## config.mk

```make
export PLATFORM = sky130hd
export DESIGN_NAME = sgr_attribute_color_unit_core
export DESIGN_NICKNAME = d
export VERILOG_FILES = /design/src/sacu_pkg.sv /design/src/sacu_mac.sv /design/src/sacu_seq.sv /design/src/sgr_attribute_color_unit_core.sv
export SDC_FILE = /design/constraint.sdc
export NUM_CORES = 1
export LEC_CHECK = 0
export BUFFER_PORTS_ARGS = -buffer_cell sky130_fd_sc_hd__buf_2
export CAP_MARGIN = 20
export CORE_ASPECT_RATIO = 0.75
export CORE_MARGIN = 3
export CORE_UTILIZATION = 57
export CTS_BUF_LIST = sky130_fd_sc_hd__clkbuf_2
export CTS_CLUSTER_DIAMETER = 150
export DETAILED_ROUTE_END_ITERATION = 12
export GPL_TIMING_DRIVEN = 0
export PLACE_DENSITY = 0.81
export SETUP_SLACK_MARGIN = 0.05
export SKIP_CTS_REPAIR_TIMING = 1
export SLEW_MARGIN = 0
export SYNTH_ARGS = -nofsm -noshare
export SYNTH_HDL_FRONTEND = slang
export SYNTH_SLANG_ARGS = --single-unit
export TNS_END_PERCENT = 1
```

## constraint.sdc

```tcl
create_clock -name clk -period 7.25 [get_ports clk]
set_clock_uncertainty 0.1 [all_clocks]
set_input_delay 0.3625 -clock clk [delete_from_list [all_inputs] [get_ports clk]]
set_output_delay 0.3625 -clock clk [all_outputs]
set_load 0.1 [all_outputs]
```

## src/sacu_pkg.sv

```systemverilog
// ---------------------------------------------------------------------------
// sacu_pkg
// types, codes and tables of the sgr attribute and color unit
// ---------------------------------------------------------------------------
`timescale 1ns / 1ps
`default_nettype none

package sacu_pkg;

  localparam int IN_W       = 40;
  localparam int OUT_W      = 24;
  localparam int CFG_IDX_W  = 3;
  localparam int CFG_DATA_W = 8;

  // register indexes
  localparam logic [CFG_IDX_W-1:0] REG_CUBE_LEVELS = 3'd0;
  localparam logic [CFG_IDX_W-1:0] REG_CUBE_BASE   = 3'd1;
  localparam logic [CFG_IDX_W-1:0] REG_GREY_COUNT  = 3'd2;
  localparam logic [CFG_IDX_W-1:0] REG_GREY_BASE   = 3'd3;
  localparam logic [CFG_IDX_W-1:0] REG_DEF_FG      = 3'd4;
  localparam logic [CFG_IDX_W-1:0] REG_DEF_BG      = 3'd5;

  // sgr codes
  localparam logic [7:0] SGR_RESET     = 8'd0;
  localparam logic [7:0] SGR_BOLD      = 8'd1;
  localparam logic [7:0] SGR_ULINE     = 8'd4;
  localparam logic [7:0] SGR_REVERSE   = 8'd7;
  localparam logic [7:0] SGR_CONCEAL   = 8'd8;
  localparam logic [7:0] SGR_CROSSED   = 8'd9;
  localparam logic [7:0] SGR_NO_BOLD   = 8'd22;
  localparam logic [7:0] SGR_NO_ULINE  = 8'd24;
  localparam logic [7:0] SGR_NO_REV    = 8'd27;
  localparam logic [7:0] SGR_NO_CONC   = 8'd28;
  localparam logic [7:0] SGR_NO_CROSS  = 8'd29;
  localparam logic [7:0] SGR_FG_FIRST  = 8'd30;
  localparam logic [7:0] SGR_FG_LAST   = 8'd37;
  localparam logic [7:0] SGR_FG_EXT    = 8'd38;
  localparam logic [7:0] SGR_FG_DEF    = 8'd39;
  localparam logic [7:0] SGR_BG_FIRST  = 8'd40;
  localparam logic [7:0] SGR_BG_LAST   = 8'd47;
  localparam logic [7:0] SGR_BG_EXT    = 8'd48;
  localparam logic [7:0] SGR_BG_DEF    = 8'd49;

  // color formats
  localparam logic [7:0] FMT_RGB   = 8'd2;
  localparam logic [7:0] FMT_INDEX = 8'd5;

  // status codes
  localparam logic [1:0] STAT_OK       = 2'd0;
  localparam logic [1:0] STAT_BAD_CODE = 2'd1;
  localparam logic [1:0] STAT_BAD_FMT  = 2'd2;

  // reset values
  localparam logic [2:0] RST_CUBE_LEVELS = 3'd6;
  localparam logic [7:0] RST_CUBE_BASE   = 8'd16;
  localparam logic [4:0] RST_GREY_COUNT  = 5'd24;
  localparam logic [7:0] RST_GREY_BASE   = 8'd232;
  localparam logic [2:0] RST_DEF_FG      = 3'd7;
  localparam logic [7:0] RST_DEF_BG      = 8'd0;

  // reciprocal of 3 scaled by 2^11, exact for sums below 2048
  localparam logic [9:0] RECIP3 = 10'd683;

  typedef struct packed {
    logic [2:0] cube_levels;
    logic [7:0] cube_base;
    logic [4:0] grey_count;
    logic [7:0] grey_base;
  } sacu_cube_cfg_t;

  typedef struct packed {
    logic       done;
    logic [7:0] color;
  } sacu_seq_res_t;

  // 256 / cube levels, with zero taken as one
  function automatic logic [8:0] grey_limit(input logic [2:0] cs);
    logic [8:0] lim;
    case (cs)
      3'd2:    lim = 9'd128;
      3'd3:    lim = 9'd85;
      3'd4:    lim = 9'd64;
      3'd5:    lim = 9'd51;
      3'd6:    lim = 9'd42;
      3'd7:    lim = 9'd36;
      default: lim = 9'd256;
    endcase
    return lim;
  endfunction

endpackage

`default_nettype wire

```

## src/sacu_mac.sv

```systemverilog
// ---------------------------------------------------------------------------
// sacu_mac
// shared multiply-add unit with registered result
// ---------------------------------------------------------------------------
`timescale 1ns / 1ps
`default_nettype none

module sacu_mac (
  input  wire logic        clk,
  input  wire logic [9:0]  a,
  input  wire logic [9:0]  b,
  input  wire logic [7:0]  c,
  output logic      [19:0] q
);

  logic [19:0] q_r;
  logic [19:0] q_nxt;

  assign q_nxt = ({10'd0, a} * {10'd0, b}) + {12'd0, c};

  always_ff @(posedge clk) begin
    q_r <= q_nxt;
  end

  assign q = q_r;

endmodule

`default_nettype wire

```

## src/sacu_seq.sv

```systemverilog
// ---------------------------------------------------------------------------
// sacu_seq
// step sequencer mapping rgb onto the grey ramp or the color cube
// ---------------------------------------------------------------------------
`timescale 1ns / 1ps
`default_nettype none

module sacu_seq (
  input  wire logic                    clk,
  input  wire logic                    rst_n,
  input  wire logic                    start,
  input  wire logic [7:0]              red,
  input  wire logic [7:0]              green,
  input  wire logic [7:0]              blue,
  input  wire sacu_pkg::sacu_cube_cfg_t cfg,
  output sacu_pkg::sacu_seq_res_t       res
);
  import sacu_pkg::*;

  typedef enum logic [6:0] {
    STEP_GREY  = 7'b0000001,
    STEP_RED   = 7'b0000010,
    STEP_GREEN = 7'b0000100,
    STEP_BLUE  = 7'b0001000,
    STEP_RAMP  = 7'b0010000,
    STEP_HORN  = 7'b0100000,
    STEP_DONE  = 7'b1000000
  } step_t;

  logic       busy_r, busy_nxt;
  step_t      step_r, step_nxt;
  logic [7:0] grey_r, grey_nxt;
  logic       is_grey_r, is_grey_nxt;
  logic [2:0] rr_r, rr_nxt;
  logic [2:0] gg_r, gg_nxt;
  logic [2:0] bb_r, bb_nxt;
  logic [7:0] gidx_r, gidx_nxt;
  logic [7:0] color_r, color_nxt;
  logic       done_r, done_nxt;

  logic [9:0]  mac_a, mac_b;
  logic [7:0]  mac_c;
  logic [19:0] mac_q;

  logic [2:0] cs;
  logic [8:0] lim;
  logic [9:0] sum;
  logic [7:0] grey_w;
  logic [7:0] dr, dg, db;

  sacu_mac u_mac (
    .clk (clk),
    .a   (mac_a),
    .b   (mac_b),
    .c   (mac_c),
    .q   (mac_q)
  );

  assign cs     = (cfg.cube_levels == 3'd0) ? 3'd1 : cfg.cube_levels;
  assign lim    = grey_limit(cs);
  assign sum    = {2'd0, red} + {2'd0, green} + {2'd0, blue};
  assign grey_w = mac_q[18:11];
  assign dr     = (red   >= grey_w) ? red   - grey_w : grey_w - red;
  assign dg     = (green >= grey_w) ? green - grey_w : grey_w - green;
  assign db     = (blue  >= grey_w) ? blue  - grey_w : grey_w - blue;

  always_comb begin
    busy_nxt    = busy_r;
    step_nxt    = step_r;
    grey_nxt    = grey_r;
    is_grey_nxt = is_grey_r;
    rr_nxt      = rr_r;
    gg_nxt      = gg_r;
    bb_nxt      = bb_r;
    gidx_nxt    = gidx_r;
    color_nxt   = color_r;
    done_nxt    = 1'b0;
    mac_a       = '0;
    mac_b       = '0;
    mac_c       = '0;
    if (!busy_r) begin
      if (start) begin
        busy_nxt = 1'b1;
        step_nxt = STEP_GREY;
        mac_a    = sum;
        mac_b    = RECIP3;
      end
    end else begin
      case (step_r)
        STEP_GREY: begin
          step_nxt    = STEP_RED;
          grey_nxt    = grey_w;
          is_grey_nxt = ({1'b0, dr} < lim) && ({1'b0, dg} < lim) && ({1'b0, db} < lim);
          mac_a       = {2'd0, red};
          mac_b       = {7'd0, cs};
        end
        STEP_RED: begin
          step_nxt = STEP_GREEN;
          rr_nxt   = mac_q[10:8];
          mac_a    = {2'd0, green};
          mac_b    = {7'd0, cs};
        end
        STEP_GREEN: begin
          step_nxt = STEP_BLUE;
          gg_nxt   = mac_q[10:8];
          mac_a    = {2'd0, blue};
          mac_b    = {7'd0, cs};
        end
        STEP_BLUE: begin
          step_nxt = STEP_RAMP;
          bb_nxt   = mac_q[10:8];
          mac_a    = {2'd0, grey_r};
          mac_b    = {5'd0, cfg.grey_count};
        end
        STEP_RAMP: begin
          step_nxt = STEP_HORN;
          gidx_nxt = cfg.grey_base + mac_q[15:8];
          mac_a    = {7'd0, rr_r};
          mac_b    = {7'd0, cs};
          mac_c    = {5'd0, gg_r};
        end
        STEP_HORN: begin
          step_nxt = STEP_DONE;
          mac_a    = mac_q[9:0];
          mac_b    = {7'd0, cs};
          mac_c    = {5'd0, bb_r};
        end
        STEP_DONE: begin
          step_nxt  = STEP_GREY;
          busy_nxt  = 1'b0;
          done_nxt  = 1'b1;
          color_nxt = is_grey_r ? gidx_r : cfg.cube_base + mac_q[7:0];
        end
        default: begin
          step_nxt = STEP_GREY;
          busy_nxt = 1'b0;
        end
      endcase
    end
  end

  always_ff @(posedge clk) begin
    if (!rst_n) begin
      busy_r <= 1'b0;
      step_r <= STEP_GREY;
      done_r <= 1'b0;
    end else begin
      busy_r <= busy_nxt;
      step_r <= step_nxt;
      done_r <= done_nxt;
    end
  end

  always_ff @(posedge clk) begin
    grey_r    <= grey_nxt;
    is_grey_r <= is_grey_nxt;
    rr_r      <= rr_nxt;
    gg_r      <= gg_nxt;
    bb_r      <= bb_nxt;
    gidx_r    <= gidx_nxt;
    color_r   <= color_nxt;
  end

  assign res.done  = done_r;
  assign res.color = color_r;

endmodule

`default_nettype wire

```

## src/sgr_attribute_color_unit_core.sv

```systemverilog
// ---------------------------------------------------------------------------
// sgr_attribute_color_unit_core
// sgr attribute flags and foreground/background palette tracking
// ---------------------------------------------------------------------------
// One decoded sgr command per item, one result item per command holding the
// palette indices, the five attribute flags and a status. Plain codes and
// palette-index colors go from the accepting edge to commit, and the next
// item is taken as their result shows; 24-bit rgb colors (38;2 and 48;2)
// pass launch, the seven steps of the shared multiply-add unit that finds
// the grey level, the ramp index and the cube coordinates, and capture
// before commit. in_tready is low while an item is at work; a finished
// result waits in the output register while the next item is taken, and
// only that item's commit waits for it. Configuration is to be written only
// while the block is idle, which the block does not enforce; cfg is always ready.
`timescale 1ns / 1ps
`default_nettype none

module sgr_attribute_color_unit_core (
  input  wire logic                            clk,
  input  wire logic                            rst_n,
  input  wire logic                            in_tvalid,
  output logic                                 in_tready,
  // func, color_format, param_a, param_b, param_c
  input  wire logic [sacu_pkg::IN_W-1:0]       in_tdata,
  output logic                                 out_tvalid,
  input  wire logic                            out_tready,
  // fg_color, bg_color, bold_on, underline_on, reverse_on, conceal_on,
  // crossed_on, status, one zero pad bit
  output logic      [sacu_pkg::OUT_W-1:0]      out_tdata,
  input  wire logic                            cfg_valid,
  output logic                                 cfg_ready,
  input  wire logic [sacu_pkg::CFG_IDX_W-1:0]  cfg_index,
  input  wire logic [sacu_pkg::CFG_DATA_W-1:0] cfg_data
);
  import sacu_pkg::*;

  typedef enum logic [2:0] {
    ST_IDLE   = 3'b001,
    ST_RUN    = 3'b010,
    ST_COMMIT = 3'b100
  } state_t;

  state_t state_r, state_nxt;

  sacu_cube_cfg_t cube_cfg_r;
  logic [2:0]     def_fg_r;
  logic [7:0]     def_bg_r;

  logic [IN_W-1:0] item_r;
  logic            launch_r, launch_nxt;
  logic [7:0]      col_r, col_nxt;

  logic [2:0] base_r, base_nxt;
  logic       bold_r, bold_nxt;
  logic       uline_r, uline_nxt;
  logic       rev_r, rev_nxt;
  logic       conc_r, conc_nxt;
  logic       cross_r, cross_nxt;
  logic [7:0] fg_r, fg_nxt;
  logic [7:0] bg_r, bg_nxt;
  logic [1:0] stat_w;

  logic             out_valid_r, out_valid_nxt;
  logic [OUT_W-1:0] out_data_r;

  sacu_seq_res_t seq_res;

  logic [7:0] func, fmt;
  logic       accept, commit, in_rgb;

  assign func = item_r[7:0];
  assign fmt  = item_r[15:8];

  assign in_tready = (state_r == ST_IDLE);
  assign cfg_ready = 1'b1;
  assign accept    = in_tvalid && in_tready;
  assign commit    = (state_r == ST_COMMIT) && (!out_valid_r || out_tready);
  assign in_rgb    = ((in_tdata[7:0] == SGR_FG_EXT) || (in_tdata[7:0] == SGR_BG_EXT))
                     && (in_tdata[15:8] == FMT_RGB);

  sacu_seq u_seq (
    .clk   (clk),
    .rst_n (rst_n),
    .start (launch_r),
    .red   (item_r[23:16]),
    .green (item_r[31:24]),
    .blue  (item_r[39:32]),
    .cfg   (cube_cfg_r),
    .res   (seq_res)
  );

  always_comb begin
    state_nxt  = state_r;
    launch_nxt = 1'b0;
    col_nxt    = col_r;
    case (state_r)
      ST_IDLE: begin
        if (accept) begin
          state_nxt  = in_rgb ? ST_RUN : ST_COMMIT;
          launch_nxt = in_rgb;
        end
      end
      ST_RUN: begin
        if (seq_res.done) begin
          col_nxt   = seq_res.color;
          state_nxt = ST_COMMIT;
        end
      end
      ST_COMMIT: begin
        if (commit) begin
          state_nxt = ST_IDLE;
        end
      end
      default: state_nxt = ST_IDLE;
    endcase
  end

  always_comb begin
    base_nxt  = base_r;
    bold_nxt  = bold_r;
    uline_nxt = uline_r;
    rev_nxt   = rev_r;
    conc_nxt  = conc_r;
    cross_nxt = cross_r;
    fg_nxt    = fg_r;
    bg_nxt    = bg_r;
    stat_w    = STAT_OK;
    case (func) inside
      [SGR_FG_FIRST:SGR_FG_LAST]: begin
        base_nxt = 3'(func - SGR_FG_FIRST);
        fg_nxt   = {4'd0, bold_r, base_nxt};
      end
      [SGR_BG_FIRST:SGR_BG_LAST]: begin
        bg_nxt = func - SGR_BG_FIRST;
      end
      SGR_RESET: begin
        bold_nxt  = 1'b0;
        uline_nxt = 1'b0;
        rev_nxt   = 1'b0;
        conc_nxt  = 1'b0;
        cross_nxt = 1'b0;
        base_nxt  = def_fg_r;
        fg_nxt    = {5'd0, def_fg_r};
        bg_nxt    = def_bg_r;
      end
      SGR_BOLD: begin
        bold_nxt = 1'b1;
        fg_nxt   = {4'd0, 1'b1, base_r};
      end
      SGR_NO_BOLD: begin
        bold_nxt = 1'b0;
        fg_nxt   = {5'd0, base_r};
      end
      SGR_ULINE:    uline_nxt = 1'b1;
      SGR_REVERSE:  rev_nxt   = 1'b1;
      SGR_CONCEAL:  conc_nxt  = 1'b1;
      SGR_CROSSED:  cross_nxt = 1'b1;
      SGR_NO_ULINE: uline_nxt = 1'b0;
      SGR_NO_REV:   rev_nxt   = 1'b0;
      SGR_NO_CONC:  conc_nxt  = 1'b0;
      SGR_NO_CROSS: cross_nxt = 1'b0;
      SGR_FG_EXT, SGR_BG_EXT: begin
        if ((fmt == FMT_INDEX) || (fmt == FMT_RGB)) begin
          if (func == SGR_FG_EXT) begin
            fg_nxt = (fmt == FMT_INDEX) ? item_r[23:16] : col_r;
          end else begin
            bg_nxt = (fmt == FMT_INDEX) ? item_r[23:16] : col_r;
          end
        end else begin
          stat_w = STAT_BAD_FMT;
        end
      end
      SGR_FG_DEF: begin
        base_nxt = def_fg_r;
        fg_nxt   = {4'd0, bold_r, def_fg_r};
      end
      SGR_BG_DEF: bg_nxt = def_bg_r;
      default:    stat_w = STAT_BAD_CODE;
    endcase
  end

  always_comb begin
    out_valid_nxt = out_valid_r;
    if (commit) begin
      out_valid_nxt = 1'b1;
    end else if (out_tready) begin
      out_valid_nxt = 1'b0;
    end
  end

  always_ff @(posedge clk) begin
    if (!rst_n) begin
      state_r     <= ST_IDLE;
      launch_r    <= 1'b0;
      out_valid_r <= 1'b0;
      cube_cfg_r  <= '{cube_levels: RST_CUBE_LEVELS, cube_base: RST_CUBE_BASE,
                       grey_count: RST_GREY_COUNT, grey_base: RST_GREY_BASE};
      def_fg_r    <= RST_DEF_FG;
      def_bg_r    <= RST_DEF_BG;
      base_r      <= RST_DEF_FG;
      bold_r      <= 1'b0;
      uline_r     <= 1'b0;
      rev_r       <= 1'b0;
      conc_r      <= 1'b0;
      cross_r     <= 1'b0;
      fg_r        <= {5'd0, RST_DEF_FG};
      bg_r        <= RST_DEF_BG;
    end else begin
      state_r     <= state_nxt;
      launch_r    <= launch_nxt;
      out_valid_r <= out_valid_nxt;
      if (cfg_valid && cfg_ready) begin
        case (cfg_index)
          REG_CUBE_LEVELS: cube_cfg_r.cube_levels <= cfg_data[2:0];
          REG_CUBE_BASE:   cube_cfg_r.cube_base   <= cfg_data;
          REG_GREY_COUNT:  cube_cfg_r.grey_count  <= cfg_data[4:0];
          REG_GREY_BASE:   cube_cfg_r.grey_base   <= cfg_data;
          REG_DEF_FG:      def_fg_r               <= cfg_data[2:0];
          REG_DEF_BG:      def_bg_r               <= cfg_data;
          default: ;
        endcase
      end
      if (commit) begin
        base_r  <= base_nxt;
        bold_r  <= bold_nxt;
        uline_r <= uline_nxt;
        rev_r   <= rev_nxt;
        conc_r  <= conc_nxt;
        cross_r <= cross_nxt;
        fg_r    <= fg_nxt;
        bg_r    <= bg_nxt;
      end
    end
  end

  always_ff @(posedge clk) begin
    if (accept) begin
      item_r <= in_tdata;
    end
    col_r <= col_nxt;
    if (commit) begin
      out_data_r <= {1'b0, stat_w, cross_nxt, conc_nxt, rev_nxt, uline_nxt, bold_nxt,
                     bg_nxt, fg_nxt};
    end
  end

  assign out_tvalid = out_valid_r;
  assign out_tdata  = out_data_r;

endmodule

`default_nettype wire

```

* Word-level counts from Yosys, hierarchy flattened
Cells that the tools add are included.
** Word-level totals
- Register bits :: 197
- Bits of input ports :: 56
- Output and inout bits :: 27
** Cells by class
- Add/subtract/negate cells :: 13
- Multipliers :: 1
- Magnitude comparators :: 10
- Equal/unequal tests :: 55
- Multiplexer cells :: 134
- Reductions and logical operators :: 38
** Operators by type and width (number)
- $mux W8 :: 41
- $mux W3 :: 20
- $pmux W10 S6 :: 1
- $mux W1 :: 59
- $pmux W9 S6 :: 1
- $eq A8 B6 Y1 const B :: 6
- $sub A8 B8 Y8 :: 6
- $pmux W7 S6 :: 1
- $eq A8 B5 Y1 const B :: 5
- $mux W10 :: 4
- $ne A3 B3 Y1 const B :: 11
- $reduce_and A2 Y1 :: 14
- $lt A8 B9 Y1 :: 3
- $eq A8 B3 Y1 const B :: 3
- $ge A8 B8 Y1 :: 3
- $eq A3 B3 Y1 const B :: 7
- $add A19 B8 Y19 :: 1
- $mul A10 B10 Y19 :: 1
- $add A8 B8 Y8 :: 2
- $eq A8 B2 Y1 const B :: 2
- $eq A8 B4 Y1 const B :: 2
- $le A8 B6 Y1 const B :: 2
- $eq A3 B2 Y1 const B :: 5
- $mux W7 :: 2
- other kinds (34) :: 49

* Longest topological paths before layout
Gate-level depths: netlist of run 1.
- Word-level depth :: 18
- Mapped depth :: 36

* By module
From an unflattened synthesis of run 1, not the netlist that was laid out.
** Unflattened totals
- Cells, all modules :: 1723
- Area, all modules :: 16091.7 sq um
** Modules (own cells, without submodules)
- sgr_attribute_color_unit_core :: instances 1, cells an instance 653, area an instance 6490.0 sq um
- sacu_seq :: instances 1, cells an instance 576, area an instance 5310.1 sq um
- sacu_mac :: instances 1, cells an instance 494, area an instance 4291.6 sq um

* Least setup slack after synthesis of run 1
Ideal clock, no wire load.
- Path kind :: reg-to-reg
- Start point :: reg item_r[17]
- End point :: reg u_seq.u_mac.q_r[18] (netlist: u_seq.u_mac.q[18])
- Library setup time :: 0.121 ns
- Arrival :: 7.109 ns
- Data required time :: 7.029 ns
- Setup slack :: -0.080 ns
- Cell stages (with the launch flop) :: 35
- Path buffers :: 0
- Period minus slack after synthesis :: 7.330 ns
- Cell sequence :: edfxtp_1 inv_1 fa_1 nor2b_1 o21ai_0 a21boi_0 o21ai_0 nand2_1 xor2_1 ha_1 a21o_1 nor3_1 o21ai_0 nand2_1 xor2_1 nor2_1 o21bai_1 and2_1 fa_1 inv_1 fa_1 inv_1 fa_1 inv_1 fa_1 inv_1 fa_1 ha_1 a21o_1 a21o_1 nor4_1 a21oi_1 a41oi_1 a21oi_1 xnor2_1
** On the way
- Cells in the longest elaborated chain, start to end :: 6
** RTL lines
- start, declared :: RTL line sgr_attribute_color_unit_core.sv:49 : logic [IN_W-1:0] item_r;
- start signal, assigned :: RTL line sgr_attribute_color_unit_core.sv:238 : item_r <= in_tdata;
- $add A8 B8 Y9 :: RTL line sacu_seq.sv:61 : assign sum = {2'd0, red} + {2'd0, green} + {2'd0, blue};
- $add A10 B8 Y10 :: RTL line sacu_seq.sv:61
- $mux W10 :: RTL line sacu_seq.sv:82 : if (start) begin
- $mux W10 (*) :: RTL line sacu_seq.sv:81 : if (!busy_r) begin
- $mul A10 B10 Y19 (*) :: RTL line sacu_mac.sv:19 : assign q_nxt = ({10'd0, a} * {10'd0, b}) + {12'd0, c};
- $add A19 B8 Y19 (*) :: RTL line sacu_mac.sv:19
- named net u_seq.u_mac.q_nxt[18] :: RTL line sacu_mac.sv:17 : logic [19:0] q_nxt;
- end signal, assigned :: RTL line sacu_mac.sv:22 : q_r <= q_nxt;
- end, declared :: RTL line sacu_mac.sv:16 : logic [19:0] q_r;
The timed path passes the listed nets; every way through them passes the cells marked *.
A chain may end at the register's enable or synchronous reset.

* Final worst setup path of run 1
- Start point :: reg item_r[16]
- End point :: reg u_seq.u_mac.q_r[16] (netlist: u_seq.u_mac.q[16])
The elaborated chain is that of the path after synthesis.

==> results of run 1 <==
## cell families (layout without fill, tap and decap cells)
group / Yosys count / in the layout / synth area share
AOI/OAI and AO/OA: 358 / 358 / 0.1679
xor gates and xnor gates: 59 / 59 / 0.03537
adders and majority gates: 223 / 223 / 0.2187
buffers and inverters: 186 / 387 / 0.04950
DFF: 197 / 197 / 0.3419
muxes: 37 / 37 / 0.02578
other: 2 / 5 / 0.0005140
and+or+nand+nor: 479 / 479 / 0.1604
## area by class of cell
cell class,instances,area [µm²]
fill,1872,8303
multi-input combinational,1160,9143
inverter,147,551.8
clock buffer,18,90.09
timing repair buffer,169,1241
buffer,39,171.4
clock inverter,14,166.4
antenna,1,2.502
tap,338,422.9
sequential,197,4995
## state kept, by name, indices dropped and copies added, names as in the netlist, 7 cells and up
name           cells
bg_r               8
col_r              8
cube_cfg_r        24
def_bg_r           8
fg_r               8
item_r            40
out_tdata         23
u_seq.color_r      8
u_seq.gidx_r       8
u_seq.grey_r       8
u_seq.step_r       7
u_seq.u_mac.q     19
## through the flow
stage / util / instances
CTS: 0.6268 / 1994
global route: 0.6690 / 2083
floorplan: - / 1543
global placement: 0.6153 / 1960
detailed placement: 0.6166 / 1962
finish: 0.6690 / 2083
## report_power, final
group          switching (mW)  internal [mW]  total, mW
sequential             0.0381           1.21       1.24
combinational           0.333          0.237      0.569
clock                   0.430          0.146      0.576
## how the worst max path moves through the flow
stage,from,to,cells past startpoint
6_report,item_r[16],u_seq.u_mac.q[16],34
5_1_grt,item_r[16],u_seq.u_mac.q[18],36
2_1_floorplan,item_r[16],u_seq.u_mac.q[18],35
4_1_cts,item_r[17],u_seq.u_mac.q[17],33
3_5_place_dp,item_r[17],u_seq.u_mac.q[17],33
3_3_place_gp,item_r[16],u_seq.u_mac.q[18],36
## cell usage in the layout, fill, tap and decap left out, types with 28 or more instances in the layout
cell type,n
nand2_1,177
ha_1,164
inv_1,135
edfxtp_1,105
dfxtp_1,92
buf_2,88
nor2_1,87
a21oi_1,84
o21ai_0,64
dlygate4sd3_1,64
fa_1,52
xnor2_1,41
mux2i_1,32
nand3_1,28
## synth_stat cells (all sizes together), types with 10 or more instances
| cell | instances |
|---|---|
| nand2 | 179 |
| ha | 169 |
| inv | 146 |
| edfxtp | 105 |
| nor2 | 94 |
| dfxtp | 92 |
| a21oi | 89 |
| o21ai | 74 |
| fa | 54 |
| xnor2 | 41 |
| mux2i | 32 |
| nor3 | 30 |
| nand3 | 29 |
| nand2b | 27 |
| nor2b | 27 |
| clkbuf | 26 |
| and2 | 25 |
| a21o | 21 |
| a21boi | 20 |
| xor2 | 18 |
| o211ai | 16 |
| a211oi | 13 |
| buf | 13 |
| o21bai | 12 |
| nor3b | 11 |
| a22oi | 10 |
| nor4 | 10 |
| o21a | 10 |
## per-layer routing
metal / wire length [µm] / up-vias
met5: 0 / -
met4: 964 / 0
met3: 4561 / 86
met2: 17550 / 622
met1: 17830 / 5913
li1: - / 5847
==> results.json, run 1 <==
{
  "worst_pin_slew_ns": 1.031,
  "whs_ns": 0.1189,
  "grt_pass1_wl_mm": 61.28,
  "worst_r2r_endpoint": "u_seq.u_mac.q[16]",
  "rr_worst_depth": 34,
  "violations": "setup timing",
  "cts_sinks": 197,
  "yosys.area.top_type_share": 0.2158,
  "clk_pin_slew_ns": 0.36,
  "grt_max_degree": 33,
  "drt_wl_total_mm": 40.91,
  "slowest_delay_ns": 0.56,
  "met2_usage": 0.4208,
  "crit_fanout": 6,
  "netlist_instances": 1541,
  "leakage_nw": 7.329,
  "ys_ff_latch": 197,
  "grt_setup_unrepaired": "yes",
  "dieArea_mm2": 0.02761,
  "period_share": 1.086,
  "clock_latency_ns": 0.85,
  "hpwl_mm": 30.72,
  "slew_viol_final": 0,
  "slew_headroom": 0.3093,
  "num_io_pins": 83,
  "r2r_slack_ns": -0.62,
  "dpl_cell_area_mm2": 0.01547,
  "top_usage_layer": "met2",
  "synth_flop_cell": "edfxtp_1",
  "clockBufferDepth": 2,
  "grt_use_met3": 0.07585,
  "htreeDepth": 4,
  "critical-path-top-delay-family": "adder cells",
  "row_count": 50,
  "drc_errors": 0,
  "first_pass_iters": 7,
  "min-delay-start": "in_tdata[1]",
  "fin_tns_setup_ns": -3.104,
  "port_buffers": 79,
  "required_ns": 7.89,
  "synth_cell_types": 88,
  "critical_path.startpoint_type": "flop",
  "grt_use_met1": 0.4193,
  "drt_iter0_drc": 1340,
  "powerDensity_mw_per_mm2": 142.4,
  "gp_congestion": 0.9555,
  "drive_gt1_frac": 0.1359,
  "cp_num_buf_inv": 5,
  "finalHoldViolCount": 0,
  "wl_per_cell_um": 19.64,
  "layout.nets": 2010,
  "seq_area_frac_synth": 0.3419,
  "crit_slowest_cell": "edfxtp_1",
  "vias": 12470,
  "cpMostUsedCell": "inv_2",
  "area.growth.synth_to_final_pct": 14.88,
  "initial_core_util": 0.5824,
  "finalPower_mw": 2.390,
  "status": "finished with violations",
  "synthTopCellsByArea": "edfxtp_1, ha_1, dfxtp_1",
  "cts_tree": "yes",
  "cts-root-buf": "clkbuf_2",
  "cts_made_buffers": 17,
  "vias_per_cell": 5.986,
  "finalWorstSetupSlack_ns": -0.6224,
  "timing.fmax_mhz": 127.0,
  "postSynthAreaPerCell_um2": 9.481,
  "arrival_ns": 8.51,
  "antenna_found_initial": 1,
  "r2r_start": "item_r[16]",
  "hold_depth": 2,
  "grt_pass1_vias": 11400,
  "async_reset_ff_frac": 0,
  "finalSetupViolCount": 9,
  "path_class": "reg2reg",
  "hold_class": "in2reg",
  "drv_cap": 0,
  "overflow": 0,
  "grt_usage": 0.2855,
  "yosysWarnings": 0,
  "design_area_mm2": 0.01678,
  "die_x_um": 190.9,
  "ir_worst_vdd_v": 0.00009853,
  "die_y_um": 144.7,
  "synth_area_mm2": 0.01461,
  "cp-end-kind": "flop",
  "ant_nets": 0,
  "pre_cts_ws_ns": -1.059,
  "synth-edff-count": 105,
  "finalCriticalPeriod_ns": 7.872,
  "min_to": "item_r[1]",
  "core_area_mm2": 0.02509,
  "yosysTopAreaCell": "edfxtp_1"
}
Note: power is estimated with default switching activity, not from simulation.
==> run 2, diff against run 1 <==
CORE_UTILIZATION = 58   (was 57)
PLACE_DENSITY = 0.82   (was 0.81)
==> run 2 against run 1 <==
Effect of this change: the flow still finishes with violations (setup timing); flip-flop and latch count did not move; clock power rose by 11%; worst hold slack got worse by 0.043 ns; via count rose by 1.7%; routed wire length rose by 3.1%; critical path depth rose by 2; register-to-register slack improved by 0.14 ns; die area fell by 1.7%; largest cell class unchanged; setup slack improved by 0.14 ns; fmax rose by 1.8%; core utilization rose by 1.6 points.
==> results.json, run 2 (synthesis gave the netlist of run 1 again) <==
{
  "status": "finished with violations",
  "violations": "setup timing",
  "die_x_um": 189.3,
  "antenna_found_initial": 1,
  "finalCriticalPeriod_ns": 7.731,
  "stdcell_count": 2064,
  "cp-end-kind": "flop",
  "cp_num_buf_inv": 6,
  "timing.fmax_mhz": 129.4,
  "dp.cells": 1955,
  "grt_pass1_vias": 11580,
  "first_pass_iters": 10,
  "finalSetupViolCount": 8,
  "slew_headroom": 0.2872,
  "overflow": 0,
  "drt_wl_total_mm": 42.18,
  "vias": 12680,
  "core_area_mm2": 0.02434,
  "critical_path.startpoint_type": "flop",
  "powerDensity_mw_per_mm2": 146.8,
  "rr_worst_depth": 36,
  "ir_worst_vdd_v": 0.00009816,
  "final_common_cell": "nand2_1",
  "grt_usage": 0.2951,
  "min_to": "item_r[33]",
  "finalWorstSetupSlack_ns": -0.4809,
  "num_io_pins": 83,
  "ant_nets": 0,
  "arrival_ns": 8.45,
  "row_count": 49,
  "grt_setup_unrepaired": "yes",
  "design_area_mm2": 0.01667,
  "worst_pin_slew_ns": 1.064,
  "r2r_slack_ns": -0.48,
  "cts_made_buffers": 17,
  "vias_per_cell": 6.144,
  "die_y_um": 143.5,
  "port_buffers": 79,
  "hpwl_mm": 31.53,
  "leakage_nw": 7.301,
  "hold_depth": 2,
  "drc_errors": 0,
  "clockBufferDepth": 2,
  "htreeDepth": 4,
  "initial_core_util": 0.6003,
  "finalHoldViolCount": 0,
  "grt_max_degree": 33,
  "drv_cap": 0,
  "clk_pin_slew_ns": 0.34,
  "slew_viol_final": 0,
  "cts-root-buf": "clkbuf_2",
  "r2r_start": "item_r[16]",
  "drt_iter0_drc": 1572,
  "cpMostUsedCell": "fa_1",
  "gp_congestion": 0.9775,
  "crit_fanout": 6,
  "cts_sinks": 197,
  "path_class": "reg2reg",
  "dieArea_mm2": 0.02715,
  "layout.nets": 1997,
  "critical-path-top-delay-family": "adder cells",
  "cts_tree": "yes",
  "clock_latency_ns": 0.88,
  "grt_pass1_wl_mm": 62.30,
  "min-delay-start": "in_tdata[33]",
  "required_ns": 7.97,
  "layout_common_cells": "nand2_1, ha_1, inv_1, edfxtp_1, dfxtp_1",
  "hold_class": "in2reg",
  "regMostFlops": "item_r",
  "wl_per_cell_um": 20.44,
  "crit_slowest_cell": "edfxtp_1",
  "worst_r2r_endpoint": "u_seq.u_mac.q[16]",
  "period_share": 1.066,
  "slowest_delay_ns": 0.59,
  "largest_reg_flops": 40,
  "area.growth.synth_to_final_pct": 14.08,
  "dpl_cell_area_mm2": 0.01547,
  "drive_gt1_frac": 0.1231
}
-- run 2: report_power, final --
group,internal (mW),switching [mW]
Combinational,0.230,0.328
Sequential,1.21,0.0398
Clock,0.165,0.477
Total,1.60,0.845
-- run 2: final cells by class --
| cell class | instances | area, µm² |
|---|---|---|
| Antenna cell | 2 | 5.005 |
| Buffer | 39 | 171.4 |
| Clock buffer | 17 | 85.08 |
| Clock inverter | 15 | 221.5 |
| Fill cell | 1858 | 7672 |
| Inverter | 147 | 551.8 |
| Multi-Input combinational cell | 1160 | 9070 |
| Sequential cell | 197 | 4995 |
| Tap cell | 331 | 414.1 |
| Timing Repair Buffer | 156 | 1154 |
-- run 2: worst register-to-register path, delay by kind of cell (launching register included) --
kind	cells	cell delay, ns
buf+inv	6	0.29
simple gates	9	1.07
fa+ha+maj	9	3.76
compound gates	9	1.45
xor+xnor	3	0.44
flops	1	0.59
-- run 2: worst max-delay path by stage --
stage,cells after the start,start,slack (ns),end
floorplan,35,item_r[16],0.05,u_seq.u_mac.q[18]
global placement,34,item_r[16],-0.90,u_seq.u_mac.q[17]
detailed placement,36,item_r[16],-1.06,u_seq.u_mac.q[18]
CTS,36,item_r[16],-1.14,u_seq.u_mac.q[18]
global route,36,item_r[16],-0.82,u_seq.u_mac.q[16]
finish,36,item_r[16],-0.48,u_seq.u_mac.q[16]
-- run 2: stage by stage --
step                      worst slack [ns]  TNS, ns  hold WS [ns]    util  power [mW]
final                              -0.4809   -2.314       0.07575  0.6848       2.447
after global routing               -0.8178   -5.113       0.02710  0.6848       2.539
after CTS                           -1.137   -7.654       -0.5107  0.6481       2.386
after detailed placement            -1.059   -6.920        0.3045  0.6355       1.757
after global placement             -0.9023   -5.748        0.3034  0.6338       1.735
after floorplan                    0.05366        0        0.3003       -       1.610
-- run 2: per-layer routing --
metal | GRT usage | share of wire | vias to the layer above | routed length, µm
met2 | 0.4414 | 0.44 | 719 | 18530
met1 | 0.4195 | 0.42 | 6040 | 17630
met5 | 0 | 0 | - | 0
li1 | - | - | 5823 | -
met3 | 0.08510 | 0.12 | 99 | 4977
met4 | 0.08787 | 0.025 | 0 | 1036
